==> config.mk <==
export PLATFORM = sky130hd
export DESIGN_NAME = rosenbrock_cost_accumulator
export DESIGN_NICKNAME = d
export VERILOG_FILES = /design/src/rtl/rca_pkg.sv /design/src/rtl/rosenbrock_cost_accumulator.sv /design/src/rtl/rca_front.sv /design/src/rtl/rca_queue.sv /design/src/rtl/rca_back.sv
export SDC_FILE = /design/constraint.sdc
export NUM_CORES = 2
export LEC_CHECK = 0
export ABC_AREA = 0
export BUFFER_PORTS_ARGS = -buffer_cell sky130_fd_sc_hd__buf_4
export CORE_MARGIN = 8
export CORE_UTILIZATION = 55
export DETAILED_ROUTE_END_ITERATION = 10
export PLACE_DENSITY = 0.7
export SLEW_MARGIN = 20
export SYNTH_ARGS = -nofsm -noshare
export SYNTH_HDL_FRONTEND = slang
export SYNTH_HIERARCHICAL = 1
export SYNTH_SLANG_ARGS = --single-unit
export TNS_END_PERCENT = 1
==> constraint.sdc <==
create_clock -name i_clk -period 12.9 [get_ports i_clk]
set_input_delay 2.58 -clock i_clk [delete_from_list [all_inputs] [get_ports i_clk]]
set_output_delay 2.58 -clock i_clk [all_outputs]
set_load 0.005 [all_outputs]
==> src/rtl/rca_pkg.sv <==
// Shared types, widths and constants of the Rosenbrock cost accumulator.
// Used by every RTL module and by the port checker; no dependencies.
`timescale 1ns / 1ps
`default_nettype none

package rca_pkg;

    localparam int COORD_W     = 16;
    localparam int SUM_W       = 56;
    localparam int OUT_W       = 56;
    localparam int BOUND_W     = 15;
    localparam logic [BOUND_W-1:0] BOUND_RESET = BOUND_W'(7680);

    localparam int FRAC_SH     = 8;
    localparam int ROUND_SH    = 16;
    localparam int ONE_Q       = 256;
    localparam int COST_SCALE  = 100;

    localparam int QDEPTH      = 4;
    localparam int QPTR_W      = $clog2(QDEPTH);
    localparam int QCNT_W      = QPTR_W + 1;

    localparam int CMP_W  = ((COORD_W > BOUND_W) ? COORD_W : BOUND_W + 1) + 1;
    localparam int PSQ_W  = 2 * COORD_W;
    localparam int XS_W   = COORD_W + FRAC_SH;
    localparam int E_W    = 2 * COORD_W + 2;
    localparam int MAG_W  = 32;
    localparam int SQ_W   = 2 * MAG_W;
    localparam int R_W    = SQ_W - ROUND_SH + 1;
    localparam int R100_W = R_W + 7;
    localparam int D_W    = COORD_W + 1;
    localparam int D2_W   = 2 * D_W;
    localparam int TERM_W = ((R100_W > D2_W) ? R100_W : D2_W) + 1;
    localparam int ACC_W  = ((TERM_W > SUM_W) ? TERM_W : SUM_W) + 1;

    localparam logic [SUM_W-1:0] SUM_MAX = '1;
    localparam logic [E_W-1:0]   MAG_LIM = E_W'({MAG_W{1'b1}});

    typedef struct packed {
        logic                      pair;
        logic                      last;
        logic                      viol;
        logic signed [COORD_W-1:0] p;
        logic signed [COORD_W-1:0] x;
    } t_cmd;

    typedef struct packed {
        logic vld;
        logic pair;
        logic last;
        logic viol;
        logic ovf;
    } t_ctl;

endpackage

`default_nettype wire

==> src/rtl/rosenbrock_cost_accumulator.sv <==
// Rosenbrock cost accumulator: front end, command queue and back end.
// Takes one coordinate word per cycle while not stalled; the result word is registered.
// Throughput is set by the output register: the pipeline holds while a result is stalled,
// and the 4-entry queue absorbs input for that time.
// Synchronous active-low reset clears all vector state, sets the bound to 30.0.
// Depends on rca_pkg, rca_front, rca_queue and rca_back.
`timescale 1ns / 1ps
`default_nettype none

module rosenbrock_cost_accumulator (
    input  wire logic                               i_clk,
    input  wire logic                               i_rst_n,
    input  wire logic                               i_in_valid,
    output logic                                    o_in_stall,
    input  wire logic signed [rca_pkg::COORD_W-1:0] i_coord_value,
    input  wire logic                               i_last_element,
    output logic                                    o_out_valid,
    input  wire logic                               i_out_stall,
    output logic [rca_pkg::OUT_W-1:0]               o_cost_sum,
    output logic                                    o_out_of_range,
    output logic                                    o_saturated,
    input  wire logic                               i_cfg_valid,
    output logic                                    o_cfg_ready,
    input  wire logic [rca_pkg::BOUND_W-1:0]        i_cfg_data
);

    rca_pkg::t_cmd push_cmd;
    rca_pkg::t_cmd head_cmd;
    logic          push;
    logic          pop;
    logic          q_empty;
    logic          q_full;

    assign o_in_stall  = q_full;
    assign o_cfg_ready = 1'b1;

    rca_front u_front (
        .i_clk          (i_clk),
        .i_rst_n        (i_rst_n),
        .i_in_valid     (i_in_valid),
        .i_coord_value  (i_coord_value),
        .i_last_element (i_last_element),
        .i_full         (q_full),
        .i_cfg_valid    (i_cfg_valid),
        .i_cfg_data     (i_cfg_data),
        .o_push         (push),
        .o_cmd          (push_cmd)
    );

    rca_queue u_queue (
        .i_clk   (i_clk),
        .i_rst_n (i_rst_n),
        .i_push  (push),
        .i_cmd   (push_cmd),
        .i_pop   (pop),
        .o_cmd   (head_cmd),
        .o_empty (q_empty),
        .o_full  (q_full)
    );

    rca_back u_back (
        .i_clk          (i_clk),
        .i_rst_n        (i_rst_n),
        .i_cmd          (head_cmd),
        .i_empty        (q_empty),
        .o_pop          (pop),
        .o_out_valid    (o_out_valid),
        .i_out_stall    (i_out_stall),
        .o_cost_sum     (o_cost_sum),
        .o_out_of_range (o_out_of_range),
        .o_saturated    (o_saturated)
    );

endmodule

`default_nettype wire

==> src/rtl/rca_front.sv <==
// Front end: accepts coordinate words, checks the bound and pairs each word
// with its predecessor into commands. Depends on rca_pkg.
`timescale 1ns / 1ps
`default_nettype none

module rca_front (
    input  wire logic                               i_clk,
    input  wire logic                               i_rst_n,
    input  wire logic                               i_in_valid,
    input  wire logic signed [rca_pkg::COORD_W-1:0] i_coord_value,
    input  wire logic                               i_last_element,
    input  wire logic                               i_full,
    input  wire logic                               i_cfg_valid,
    input  wire logic [rca_pkg::BOUND_W-1:0]        i_cfg_data,
    output logic                                    o_push,
    output rca_pkg::t_cmd                           o_cmd
);

    logic [rca_pkg::BOUND_W-1:0]        r_bound;
    logic signed [rca_pkg::COORD_W-1:0] r_prev;
    logic                               r_have;
    logic                               r_viol;

    logic                               accept;
    logic signed [rca_pkg::CMP_W-1:0]   x_ext;
    logic signed [rca_pkg::CMP_W-1:0]   lim_ext;
    logic                               oor;

    assign accept  = i_in_valid && !i_full;
    assign x_ext   = rca_pkg::CMP_W'(i_coord_value);
    assign lim_ext = $signed(rca_pkg::CMP_W'(r_bound));
    assign oor     = (x_ext < -lim_ext) || (x_ext > lim_ext);

    always_comb begin
        o_cmd.pair = r_have && !r_viol;
        o_cmd.last = i_last_element;
        o_cmd.viol = r_viol;
        o_cmd.p    = r_prev;
        o_cmd.x    = i_coord_value;
    end

    assign o_push = accept;

    always_ff @(posedge i_clk) begin
        if (!i_rst_n) begin
            r_bound <= rca_pkg::BOUND_RESET;
            r_prev  <= '0;
            r_have  <= 1'b0;
            r_viol  <= 1'b0;
        end else begin
            if (i_cfg_valid) begin
                r_bound <= i_cfg_data;
            end
            if (accept) begin
                if (i_last_element) begin
                    r_prev <= '0;
                    r_have <= 1'b0;
                    r_viol <= 1'b0;
                end else begin
                    r_prev <= i_coord_value;
                    r_have <= 1'b1;
                    r_viol <= r_viol | oor;
                end
            end
        end
    end

endmodule

`default_nettype wire

==> src/rtl/rca_queue.sv <==
// Short command queue between front and back end.
// Depends on rca_pkg for the command type and depth.
`timescale 1ns / 1ps
`default_nettype none

module rca_queue (
    input  wire logic           i_clk,
    input  wire logic           i_rst_n,
    input  wire logic           i_push,
    input  rca_pkg::t_cmd       i_cmd,
    input  wire logic           i_pop,
    output rca_pkg::t_cmd       o_cmd,
    output logic                o_empty,
    output logic                o_full
);

    rca_pkg::t_cmd                  r_mem [rca_pkg::QDEPTH];
    logic [rca_pkg::QPTR_W-1:0]     r_wr;
    logic [rca_pkg::QPTR_W-1:0]     r_rd;
    logic [rca_pkg::QCNT_W-1:0]     r_cnt;

    assign o_empty = (r_cnt == '0);
    assign o_full  = (r_cnt == rca_pkg::QCNT_W'(rca_pkg::QDEPTH));
    assign o_cmd   = r_mem[r_rd];

    always_ff @(posedge i_clk) begin
        if (i_push) begin
            r_mem[r_wr] <= i_cmd;
        end
    end

    always_ff @(posedge i_clk) begin
        if (!i_rst_n) begin
            r_wr  <= '0;
            r_rd  <= '0;
            r_cnt <= '0;
        end else begin
            if (i_push) begin
                r_wr <= r_wr + 1'b1;
            end
            if (i_pop) begin
                r_rd <= r_rd + 1'b1;
            end
            r_cnt <= r_cnt + rca_pkg::QCNT_W'(i_push) - rca_pkg::QCNT_W'(i_pop);
        end
    end

endmodule

`default_nettype wire

==> src/rtl/rca_back.sv <==
// Back end: five-stage pair-term pipeline, saturating accumulator and the
// result output register. Depends on rca_pkg.
`timescale 1ns / 1ps
`default_nettype none

module rca_back (
    input  wire logic                       i_clk,
    input  wire logic                       i_rst_n,
    input  rca_pkg::t_cmd                   i_cmd,
    input  wire logic                       i_empty,
    output logic                            o_pop,
    output logic                            o_out_valid,
    input  wire logic                       i_out_stall,
    output logic [rca_pkg::OUT_W-1:0]       o_cost_sum,
    output logic                            o_out_of_range,
    output logic                            o_saturated
);

    logic en;

    // stage 1
    rca_pkg::t_ctl                      r1_ctl;
    logic signed [rca_pkg::PSQ_W-1:0]   r1_psq;
    logic signed [rca_pkg::XS_W-1:0]    r1_xs;
    logic [rca_pkg::D_W-1:0]            r1_d;
    logic signed [rca_pkg::PSQ_W-1:0]   n1_psq;
    logic signed [rca_pkg::D_W:0]       n1_ds;
    logic [rca_pkg::D_W-1:0]            n1_d;

    // stage 2
    rca_pkg::t_ctl                      r2_ctl;
    logic [rca_pkg::MAG_W-1:0]          r2_m;
    logic [rca_pkg::D2_W-1:0]           r2_d2;
    logic signed [rca_pkg::E_W-1:0]     n2_e;
    logic [rca_pkg::E_W-1:0]            n2_mag;

    // stage 3
    rca_pkg::t_ctl                      r3_ctl;
    logic [rca_pkg::SQ_W-1:0]           r3_sq;
    logic [rca_pkg::D2_W-1:0]           r3_d2;

    // stage 4
    rca_pkg::t_ctl                      r4_ctl;
    logic [rca_pkg::R100_W-1:0]         r4_r100;
    logic [rca_pkg::D2_W-1:0]           r4_d2;
    logic [rca_pkg::R_W-1:0]            n4_r;

    // stage 5
    rca_pkg::t_ctl                      r5_ctl;
    logic [rca_pkg::TERM_W-1:0]         r5_term;

    // accumulator
    logic [rca_pkg::SUM_W-1:0]          r_sum;
    logic                               r_clip;
    logic [rca_pkg::SUM_W-1:0]          n_sum;
    logic                               n_clip;
    logic [rca_pkg::ACC_W-1:0]          acc;

    logic                               r_out_valid;
    logic [rca_pkg::OUT_W-1:0]          r_cost;
    logic                               r_oor;
    logic                               r_sat;

    assign en    = !(r_out_valid && i_out_stall);
    assign o_pop = en && !i_empty;

    always_comb begin
        n1_psq = i_cmd.p * i_cmd.p;
        n1_ds  = $signed((rca_pkg::D_W + 1)'(rca_pkg::ONE_Q))
               - (rca_pkg::D_W + 1)'(i_cmd.p);
        n1_d   = n1_ds[rca_pkg::D_W] ? rca_pkg::D_W'(-n1_ds) : rca_pkg::D_W'(n1_ds);
    end

    always_comb begin
        n2_e   = rca_pkg::E_W'(r1_xs) - rca_pkg::E_W'(r1_psq);
        n2_mag = n2_e[rca_pkg::E_W-1] ? rca_pkg::E_W'(-n2_e) : rca_pkg::E_W'(n2_e);
    end

    assign n4_r = rca_pkg::R_W'(r3_sq >> rca_pkg::ROUND_SH)
                + rca_pkg::R_W'(r3_sq[rca_pkg::ROUND_SH-1]);

    always_comb begin
        acc    = rca_pkg::ACC_W'(r_sum) + rca_pkg::ACC_W'(r5_term);
        n_sum  = r_sum;
        n_clip = r_clip;
        if (r5_ctl.vld && r5_ctl.pair) begin
            if (r5_ctl.ovf || (acc > rca_pkg::ACC_W'(rca_pkg::SUM_MAX))) begin
                n_sum  = rca_pkg::SUM_MAX;
                n_clip = 1'b1;
            end else begin
                n_sum  = rca_pkg::SUM_W'(acc);
            end
        end
    end

    always_ff @(posedge i_clk) begin
        if (en) begin
            r1_psq  <= n1_psq;
            r1_xs   <= rca_pkg::XS_W'(i_cmd.x) <<< rca_pkg::FRAC_SH;
            r1_d    <= n1_d;
            r2_m    <= rca_pkg::MAG_W'(n2_mag);
            r2_d2   <= r1_d * r1_d;
            r3_sq   <= r2_m * r2_m;
            r3_d2   <= r2_d2;
            r4_r100 <= rca_pkg::R100_W'(n4_r) * rca_pkg::R100_W'(rca_pkg::COST_SCALE);
            r4_d2   <= r3_d2;
            r5_term <= rca_pkg::TERM_W'(r4_r100) + rca_pkg::TERM_W'(r4_d2);
            if (r5_ctl.vld && r5_ctl.last) begin
                r_cost <= r5_ctl.viol ? '0 : rca_pkg::OUT_W'(n_sum);
                r_oor  <= r5_ctl.viol;
                r_sat  <= r5_ctl.viol ? 1'b0 : n_clip;
            end
        end
    end

    always_ff @(posedge i_clk) begin
        if (!i_rst_n) begin
            r1_ctl      <= '0;
            r2_ctl      <= '0;
            r3_ctl      <= '0;
            r4_ctl      <= '0;
            r5_ctl      <= '0;
            r_sum       <= '0;
            r_clip      <= 1'b0;
            r_out_valid <= 1'b0;
        end else if (en) begin
            r1_ctl.vld  <= !i_empty;
            r1_ctl.pair <= i_cmd.pair;
            r1_ctl.last <= i_cmd.last;
            r1_ctl.viol <= i_cmd.viol;
            r1_ctl.ovf  <= 1'b0;
            r2_ctl.vld  <= r1_ctl.vld;
            r2_ctl.pair <= r1_ctl.pair;
            r2_ctl.last <= r1_ctl.last;
            r2_ctl.viol <= r1_ctl.viol;
            r2_ctl.ovf  <= n2_mag > rca_pkg::MAG_LIM;
            r3_ctl      <= r2_ctl;
            r4_ctl      <= r3_ctl;
            r5_ctl      <= r4_ctl;
            r_out_valid <= r5_ctl.vld && r5_ctl.last;
            if (r5_ctl.vld && r5_ctl.last) begin
                r_sum  <= '0;
                r_clip <= 1'b0;
            end else begin
                r_sum  <= n_sum;
                r_clip <= n_clip;
            end
        end
    end

    assign o_out_valid    = r_out_valid;
    assign o_cost_sum     = r_cost;
    assign o_out_of_range = r_oor;
    assign o_saturated    = r_sat;

endmodule

`default_nettype wire

==> results.md <==
* Clock-pin slew reported for the worst setup and hold paths after clock tree synthesis at 0.06 ns
* Least-Margin Pin Slew at 1.099 ns
* Detailed Route WL at 197100 microns
* Worst setup path class: register to register
* TritonCTS clock tree: done
* Data required time of the critical path at 13.33 ns
* Nets at 10470
* Clock Root Buffer: clkbuf_16
* Type of element capturing the critical path: register
* Max Buffers Root-to-Sink at 3
* Hold WS at 0.4117 ns
* Fraction of layout cells with a size suffix above 1 at 4.435%
* Number of search-and-repair iterations in the first detailed-routing pass at 5
* Estimated wirelength of the detail-placed design at 154700 microns
* Count of buffers inserted at the top-level ports at 96
* Final cycle utilization of the critical path at 71.08%
* Critical path startpoint category: register
* Slew margin rel. at 26.71%
* Detail Route met3 WL at 11560 microns
* Total die area at 166200 sq um
* Core area at 152100 sq um
* Hold Path Cell Cnt at 0
* Worst-skew pair later-pin latency at 0.68 ns
* Dominant synthesized flop cell: edfxtp_1
* Fin. Hold Viols at 0
* Fin crit period at 9.169 ns
* F_max at 109.1 MHz
* Status: finished, final reports clean
* Total via count in the routed design at 57790
* Layout area overhead at 5.897%
* Count of instances resized after the clock tree is built at 0
* Global-route wire length before repair at 323200 microns
* CTS hold repair buffers at 0
* Post-CTS repair timing setup buffer count at 0
* Wirelength per Cell at 18.84 microns
* Iteration-0 DRC Markers at 3731
* DRT antenna net count at 0
* Die height at 407.7 microns
* Async S/R FF share, synth at 0%
* Antenna violations before repair at 4
* Unrepaired setup endpoints after global routing: false
* Type of the most critical hold path: register to register
* Sinks on Clock Net at 674
* Number of nets in the synthesized netlist at 10550
* Crit Reg-Reg Startpoint: u_back/r2_m[15]
* DRC at 0
* Post-synth EDFFs at 550
* Worst R2R Setup Slack at 3.73 ns
* Sequential fraction of the synthesis area at 22.52%
* Synthesized flop and latch total at 674
* Floorplan row count at 143
* I/O pins at 98
* Min-delay src: u_back/r2_d2[16]
* Routed met1 length at 84810 microns
* Initial standard-cell utilization of the core at 55.48%
* Mean area per synthesized cell at 9.994 sq um
* Arrival time at the worst endpoint at 9.60 ns
* Setup-violating endpoint count in the final report at 0
* Capture point of the worst reg-to-reg path: u_back/r3_sq[58]
* Leading cell types in the layout, fill and taps excluded: 1802 x inv_1, 1271 x fa_1, 795 x ha_1
* FF-to-FF path depth at 26
* CTS buffer count at 75
* Chip width at 407.7 microns
* Maxcap violations at 0
* Sum of negative setup slack at 0 ns
* Synthesized instance count at 8443
* Post-Route Skew at 0.02069 ns
* Overall routing resource usage at 23.90%
* Pins Over Slew Limit at 0
* Most common library cell in the layout ignoring fill and taps: inv_1
* Post-synthesis instance area at 84380 sq um
* Gp weighted congestion at 0.9160
* Top routing layer in use: met4
* Number of global-route vias before repair at 61440
* H-tree depth at 3
* Largest net degree at the start of global routing at 184
* Number of antenna cells inserted at 0
* Destination of the worst hold path: u_back/r3_d2[16]
* Number of distinct library cells after synthesis at 105
* Critical Path Fanout Max at 27
* Number of warnings printed during yosys synthesis at 6
* Total gr overflow at 0
* Sum of met2 wire segment lengths after detailed routing at 94530 microns
* Average via count per standard cell at 5.524
-- synth_stat cells, drive strengths merged, types with 77 or more instances --
master  instances  share of area [%]
edfxtp        550                 20
a21oi         304                1.8
o21ai         202                1.2
inv          1802                8.0
nand2         697                3.1
clkbuf        256                1.1
nand3          82               0.49
a211oi         92               0.83
nor2          388                1.7
fa           1271                 30
xor2          157                1.6
a21o          160                1.4
dfxtp         124                2.9
nor3           77               0.47
and2          363                2.7
xnor2         273                2.8
ha            795                 12
-- critical path, cell delays in order (launching register included) --
cell and delay, ns:
edfxtp_1 0.32, buf_4 0.42, inv_1 0.43, nor2_1 0.30, fa_1 0.51, fa_1 0.50
fa_1 0.52, inv_1 0.05, fa_1 0.49, inv_1 0.06, fa_1 0.49, fa_1 0.51
fa_1 0.50, inv_1 0.05, fa_1 0.47, inv_1 0.04, ha_1 0.33, o21ai_0 0.13
o21a_1 0.21, nor3_1 0.52, a21o_1 0.22, a221oi_1 0.19, a21oi_1 0.43, a31oi_1 0.23
o21ai_0 0.36, a311oi_1 0.15, a2111oi_0 0.45
-- per-layer routing --
| metal | global-route usage [%] | vias up |
|---|---|---|
| met3 | 3.461 | 383 |
| met1 | 32.19 | 28810 |
| met5 | 0 | - |
| met4 | 7.061 | 0 |
| met2 | 40.34 | 1705 |
| li1 | - | 26900 |
-- worst max-delay path by stage --
stage	startpoint	endpoint	slack, ns	cells past startpoint
floorplan	i_out_stall	u_back/r1_d[10]	4.93	3
global placement	u_back/r2_m[2]	u_back/r3_sq[58]	4.12	28
detailed placement	u_back/r2_m[15]	u_back/r3_sq[58]	3.95	26
CTS	u_back/r2_m[15]	u_back/r3_sq[58]	3.92	26
global route	u_back/r2_m[15]	u_back/r3_sq[58]	3.40	26
finish	u_back/r2_m[15]	u_back/r3_sq[58]	3.73	26
-- sequential cells by signal (all words and copies together), names as in the netlist, 2 cells and up, named ones only --
signal and flops:
u_back/r4_r100 54, u_back/r1_ctl 4, u_back/r3_ctl 5, u_back/o_cost_sum 56
u_back/r2_m 32, u_back/r3_d2 32, u_back/r2_ctl 5, u_queue/r_mem 140
u_back/r1_psq 31, u_back/r5_ctl 5, u_back/r5_term 56, u_back/r3_sq 50
u_back/r4_ctl 5, u_queue/r_wr 2, u_front/r_prev 16, u_queue/r_rd 2
u_front/r_bound 15, u_back/r4_d2 33, u_queue/r_cnt 3, u_back/r1_xs 16
u_back/r2_d2 32, u_back/r_sum 56, u_back/r1_d 16
-- logic make-up after synthesis --
family	after synthesis	synth area share (%)
buffers and inverters	2108	9.551
adder cells (fa/ha/maj)	2066	41.94
AO/OA/AOI/OAI	1129	8.827
flip-flops	674	22.52
other	2	0.008900
AND/OR/NAND/NOR	1975	11.42
XOR/XNOR	431	4.500
multiplexers	58	1.237
-- metrics by stage --
stage	worst slack, ns	instances	cell area [sq um]	utilization, %
floorplan	4.933	8443	84380	-
global placement	4.122	10320	86820	57.09
detailed placement	3.948	10320	86820	57.09
CTS	3.922	10460	89360	58.75
global route	3.397	10460	89360	58.75
finish	3.731	10460	89360	58.75
-- cell type report --
type	instances	area [sq um]
Tap cell	2030	2540
Multi-Input combinational cell	5661	57350
Fill cell	12850	62730
Clock buffer	101	2087
Inverter	1810	6802
Clock inverter	38	449.2
Timing Repair Buffer	148	1124
Sequential cell	674	19000
Power is not shown: default switching activity piles up to over one toggle a cycle in this logic, so the estimate is an artifact.
